`src/lrca_div.sv`:
```
module lrca_div #(
  parameter int DVD_W = 48,
  parameter int DVS_W = 19
) (
  input  logic             clk,
  input  logic             rst,
  input  logic             start,
  input  logic [DVD_W-1:0] dividend,
  input  logic [DVS_W-1:0] divisor,
  output logic             busy,
  output logic             done,
  output logic [DVD_W-1:0] quotient
);
  localparam int CNT_W = $clog2(DVD_W + 1);

  logic [DVD_W-1:0] work;
  logic [DVS_W:0]   rem;
  logic [DVS_W-1:0] dvs;
  logic [CNT_W-1:0] cnt;
  logic [DVS_W:0]   trial;
  logic [DVS_W:0]   diff;
  logic             ge;

  // one quotient bit per cycle, dividend shifts out as quotient shifts in
  assign trial = {rem[DVS_W-1:0], work[DVD_W-1]};
  assign ge    = trial >= {1'b0, dvs};
  assign diff  = trial - {1'b0, dvs};
  assign quotient = work;

  always_ff @(posedge clk) begin
    if (rst) begin
      busy <= 1'b0;
      done <= 1'b0;
      cnt  <= '0;
    end else begin
      done <= 1'b0;
      if (start) begin
        busy <= 1'b1;
        cnt  <= CNT_W'(DVD_W);
      end else if (busy) begin
        cnt <= cnt - 1'b1;
        if (cnt == CNT_W'(1)) begin
          busy <= 1'b0;
          done <= 1'b1;
        end
      end
    end
  end

  always_ff @(posedge clk) begin
    if (start) begin
      work <= dividend;
      rem  <= '0;
      dvs  <= divisor;
    end else if (busy) begin
      work <= {work[DVD_W-2:0], ge};
      rem  <= ge ? diff : trial;
    end
  end

endmodule

```
`config.mk`:
```
export PLATFORM = sky130hd
export DESIGN_NAME = lrca_div
export DESIGN_NICKNAME = d
export VERILOG_FILES = /design/src/lrca_div.sv
export SDC_FILE = /design/constraint.sdc
export NUM_CORES = 1
export LEC_CHECK = 0
export ABC_CLOCK_PERIOD_IN_PS = 2300
export BUFFER_PORTS_ARGS = -buffer_cell sky130_fd_sc_hd__buf_2
export CAP_MARGIN = 10
export CORE_MARGIN = 2
export CORE_UTILIZATION = 51
export CTS_BUF_LIST = sky130_fd_sc_hd__clkbuf_8
export CTS_CLUSTER_DIAMETER = 30
export CTS_CLUSTER_SIZE = 24
export DETAILED_ROUTE_END_ITERATION = 8
export PLACE_DENSITY = 0.83
export SLEW_MARGIN = 20
export SYNTH_ARGS = -nofsm -noshare
export SYNTH_HDL_FRONTEND = slang
export SYNTH_SLANG_ARGS = --single-unit
```
`constraint.sdc`:
```
create_clock -name clk -period 2.3 [get_ports clk]
set_input_delay 0.23 -clock clk [delete_from_list [all_inputs] [get_ports clk]]
set_output_delay 0.23 -clock clk [all_outputs]
set_load 0.01 [all_outputs]
```
After elaboration in Yosys (flattened, before gate mapping)
Cells that the tools add are included.
{"block": "op_classes", "add_sub_neg": 2, "n_lt_le_gt_ge": 1, "n_eq_ne": 1, "muxes": 9, "bitwise": 1, "reduce_logical": 3}
{"operator": "2-to-1 mux 48 bit", "n": 2}
{"operator": ">= comparator 20 x 19 -> 1 bit", "n": 1}
{"operator": "2-to-1 mux 19 bit", "n": 1}
{"operator": "subtractor 19 bit", "n": 1}
{"operator": "2-to-1 mux 6 bit", "n": 2}
{"operator": "equality test 6 x 1 -> 1 bit (second input constant)", "n": 1}
{"operator": "subtractor 6 x 1 -> 6 bit (second input constant)", "n": 1}
{"operator": "2-to-1 mux 1 bit", "n": 4}
{"operator": "OR reduction 3 bit", "n": 1}
{"operator": "nonzero test 2 bit", "n": 1}
{"operator": "OR reduction 2 bit", "n": 1}
{"operator": "NOT 1 bit", "n": 1}
{"block": "word_totals", "ff_bits": 94, "in_bits": 70, "out_inout_bits": 50, "word_cells": 24}

Depth between registers and ports, before layout
{"block": "depth", "ltp_word": 4, "depth_mapped": 11, "ltp_nobuf": 9}

Worst setup path before layout
No wires, ideal clock.
{"block": "synth_path", "path_type": "register to register", "startpoint": "register busy", "endpoint": "register work[0], in the netlist quotient[0] (enable)", "t_arrival_ns": 1.940, "t_required_ns": 1.898, "slack_ns": -0.042, "path_stages_with_launch": 5, "path_cell_list": "dfxtp_1 > clkbuf_1 > nor2_1 > clkbuf_1 > inv_1"}
{"block": "synth_via", "elab_chain_len": 1}
{"element": "start, declared", "line": "10", "text": "output logic busy,"}
{"element": "start signal, assigned", "line": "32", "text": "busy <= 1'b0;"}
{"element": "start signal, assigned", "line": "38", "text": "busy <= 1'b1;"}
{"element": "start signal, assigned", "line": "43", "text": "busy <= 1'b0;"}
{"element": "nonzero test 2 bit (no source line)"}
{"element": "end signal, assigned", "line": "52", "text": "work <= dividend;"}
{"element": "end signal, assigned", "line": "56", "text": "work <= {work[DVD_W-2:0], ge};"}
{"element": "end, declared", "line": "16", "text": "logic [DVD_W-1:0] work;"}
Every way passes these cells.
A chain may end at the register's enable or synchronous reset.

Worst setup path in the final report
{"block": "layout_path", "startpoint": "register rem[7]", "endpoint": "register rem[4]"}
{"block": "layout_via", "elab_chain_len": 2}
{"element": "start, declared", "line": "17", "text": "logic [DVS_W:0] rem;"}
{"element": "start signal, assigned", "line": "57", "text": "rem <= ge ? diff : trial;"}
{"element": ">= comparator 20 x 19 -> 1 bit", "line": "26", "text": "assign ge = trial >= {1'b0, dvs};"}
{"element": "2-to-1 mux 19 bit", "line": "57"}
Every way passes these cells.

==> metrics.md <==
| Metric | Value |
|---|---|
| Syn. warnings | 0 |
| Final worst-path cycle share | 1.05 |
| Hpwl dp | 8930 um |
| H-tree Lvls | 3 |
| Share of cells above drive strength 1 | 0.448 |
| R2R Setup Slk | -0.10 ns |
| IO Count | 120 |
| DR pass1 iterations | 7 |
| Post-synth cell types | 61 |
| Crit path DAT | 2.68 ns |
| Final cell count without fillers | 756 |
| Area delta synth->final | 30.2% |
| Pwr Total | 4.22 mW |
| Finish-stage setup viols | 13 |
| Status | complete, but fails checks |
| Root Buffer | clkbuf_8 |
| PwrDens | 632 mW/mm^2 |
| FFs w/ async S/R, synth | 0 |
| Peak supply drop | 0.405 mV |
| CTS sink cnt | 94 |
| Gr usage total | 0.238 |
| Num rows | 36 |
| Final Skew | 0.0111 ns |
| Share of the synthesized area in the top cell type | 0.392 |
| Setup crit end | rem[4] |
| Max-cap check violation count | 0 |
| Setup ws final | -0.104 ns |
| Failing checks | negative setup slack |
| Flop pwr share | 0.489 |
| Die area | 0.0109 mm^2 |
| CTS Buffer Depth | 2 |
| Layout Nets | 710 |
| Yosys top cell by area | edfxtp_1 |
| Clock power share | 0.289 |
| Cts hold-fix bufs | 0 |
| Die Wd | 104 um |
| Remaining Overflow, GRT | 0 |
| Initial Util | 0.524 |
| Post-Synthesis Cell Area | 0.00513 mm^2 |
| WP buf/inv | 1 |
| CP cell instances | ha_1 -> a21oi_1 -> o21ai_1 -> nand4_1 -> a41oi_4 -> buf_2 -> o21ai_1 -> a311oi_2 |
| Leak pwr | 2.75 nW |
| Die Ht | 104 um |
| Combinational power share | 0.222 |
| Syn Nets | 551 |
| Startpoint types | flip-flop |
| Cells after Synth | 459 |
| Critical Path Max Stage Delay | 0.43 ns |
| Crit path max-delay family | compound AO/OA/AOI/OAI gates |
| FF+latch count, synth | 94 |
| Pin count of the biggest net entering global routing | 51 |
| Crit-path most repeated cell | o21ai_1 |
| Main area contributors after synthesis | edfxtp_1 39%, dfxtp_1 11%, mux2_2 10% |
| Number of diodes | 0 |
| Reg-to-Reg End | rem[4] |
| Worst skew pair latency | 0.37 ns |
| GP Congestion | 0.946 |
| Vias per cell | 5.93 |
| # port buffers | 119 |
| Initial antenna violation count | 0 |
| Minimum clock period after layout | 2.40 ns |
| Post-synthesis sequential area ratio | 0.498 |
| Worst setup EP type | flip-flop |
| Number of enable flip-flop cells after synthesis | 67 |
| Achievable Freq | 416 MHz |
| Setup CP Type | flip-flop to flip-flop |
| Required time of the critical path | 2.57 ns |
| Reg-to-Reg Start | rem[7] |
| Switching Share | 0.282 |
| Switching power total | 1.19 mW |
| Drt wl/cell | 18.2 um |
| Primary FF master, synth | edfxtp_1 |
| Worst Tran Pin Value | 0.647 ns |
| Drt drc | 0 |
| WP depth | 8 |
| Crit-path slowest cell | dfxtp_1 |
| Worst reg2reg path depth | 8 |
| 1st-iter DRT viols | 407 |
| Worst setup path startpoint | rem[7] |
| Routed wire length | 13,800 um |
| Placed Cells | 719 |
| First-pass GRT wire length | 20,800 um |
| CTS Buf Count | 9 |
| Relative slew slack | 0.567 |
| Final-report max-slew violation count | 0 |
| Core footprint | 0.00977 mm^2 |
| Crit Path Max Fanout | 5 |
| Syn Area/Cell | 11.2 um^2 |
| DR vias | 4,484 |
| RSZ-0062 raised after global routing | yes |
| HP Class | input port to flip-flop |
| Reg clk slew, reported paths | 0.10 ns |
| ANT nets after route | 0 |
| Hold Fails Final Rpt | 0 |
| Int Pwr | 3.03 mW |
| CTS tree | done |
| Vias in the first global route | 4,177 |
per-layer routing:
layer / vias up / global-route usage / routed length (um)
met1: 2138 / 0.316 / 5450
met4: 0 / 0.0946 / 465
li1: 2045 / - / -
met2: 240 / 0.388 / 6840
met5: - / 0 / 0
met3: 61 / 0.0432 / 1020
synthesized netlist by cell type, types with 8 or more instances:
master and number:
a211oi_1 9, a21o_1 10, a21oi_1 16, clkbuf_1 11, dfxtp_1 27, edfxtp_1 67
ha_1 21, inv_1 27, mux2_2 47, nand2_1 30, nand3_1 18, nor2_1 34
o211ai_1 8, o21ai_0 21
power groups by stage:
stage          registers [mW]  logic [mW]  clock network [mW]
6_report                 2.06       0.938                1.22
5_1_grt                  2.08        1.01                1.31
4_1_cts                  2.06       0.854                1.23
3_5_place_dp             2.10       0.820                   0
3_3_place_gp             2.09       0.795                   0
2_1_floorplan            2.13       0.458                   0
flip-flops by register name, indices dropped and copies added, names as in the netlist:
signal    count
busy          1
quotient     48
done          1
rem          19
cnt           6
dvs          19
cells in the final DEF, fill, tap and decap left out, types with 13 or more instances in the layout:
cell type  count
nor2_1        33
buf_4         45
o21ai_0       18
mux2_2        47
dfxtp_1       27
buf_2        119
inv_1         26
nand2_1       30
nand3_1       16
a21oi_1       15
ha_1          13
edfxtp_1      67
worst register-to-register path, delay by kind of cell (launching register included):
kind / cells / cell delay [ns]
AOI/OAI and AO/OA: 5 / 1.12
adders and majority gates: 1 / 0.28
buffers and inverters: 1 / 0.24
DFF: 1 / 0.43
and+or+nand+nor: 1 / 0.24
through the flow:
step | TNS [ns] | util | worst slack [ns] | hold WS [ns] | area [um^2]
6_report | -0.423 | 0.683 | -0.104 | 0.0236 | 6680
2_1_floorplan | 0 | - | 0.00674 | 0.329 | 5130
4_1_cts | 0 | 0.654 | 0.00105 | 0.0161 | 6390
3_5_place_dp | -4.40 | 0.615 | -0.359 | 0.408 | 6010
3_3_place_gp | -2.27 | 0.615 | -0.249 | 0.407 | 6010
5_1_grt | -1.66 | 0.683 | -0.171 | 0.0130 | 6680
timing repair:
action | CTS | global route
setup buffers | 11 | 9
pin swaps | 8 | 16
endpoints found under the hold margin | 0 | 0
endpoints found under the setup margin | 20 | 20
gates resized for setup | 20 | 36
gates cloned | 0 | 1
cell families (layout without fill, tap and decap cells):
group / after synthesis / in the layout / share of synthesized area
buf+inv: 53 / 217 / 0.0491
fa+ha+maj: 22 / 22 / 0.0552
mux: 47 / 47 / 0.103
xor+xnor: 12 / 12 / 0.0205
simple gates: 117 / 117 / 0.110
flops: 94 / 94 / 0.498
compound gates: 114 / 114 / 0.165
layout make-up:
cell class / count / area (um^2)
Clock buffer: 9 / 124
Clock inverter: 7 / 90.1
Fill cell: 706 / 3100
Inverter: 27 / 105
Multi-Input combinational cell: 312 / 2580
Sequential cell: 94 / 2550
Tap cell: 133 / 166
Timing Repair Buffer: 174 / 1050
worst min path at each step:
| stage | from | to | cells past startpoint |
|---|---|---|---|
| 2_1_floorplan | divisor[0] | dvs[0] | 0 |
| 3_3_place_gp | divisor[3] | dvs[3] | 1 |
| 3_5_place_dp | divisor[15] | dvs[15] | 1 |
| 4_1_cts | divisor[13] | dvs[13] | 1 |
| 5_1_grt | divisor[16] | dvs[16] | 1 |
| 6_report | divisor[12] | dvs[12] | 1 |
(Power assumes the default switching activity.)
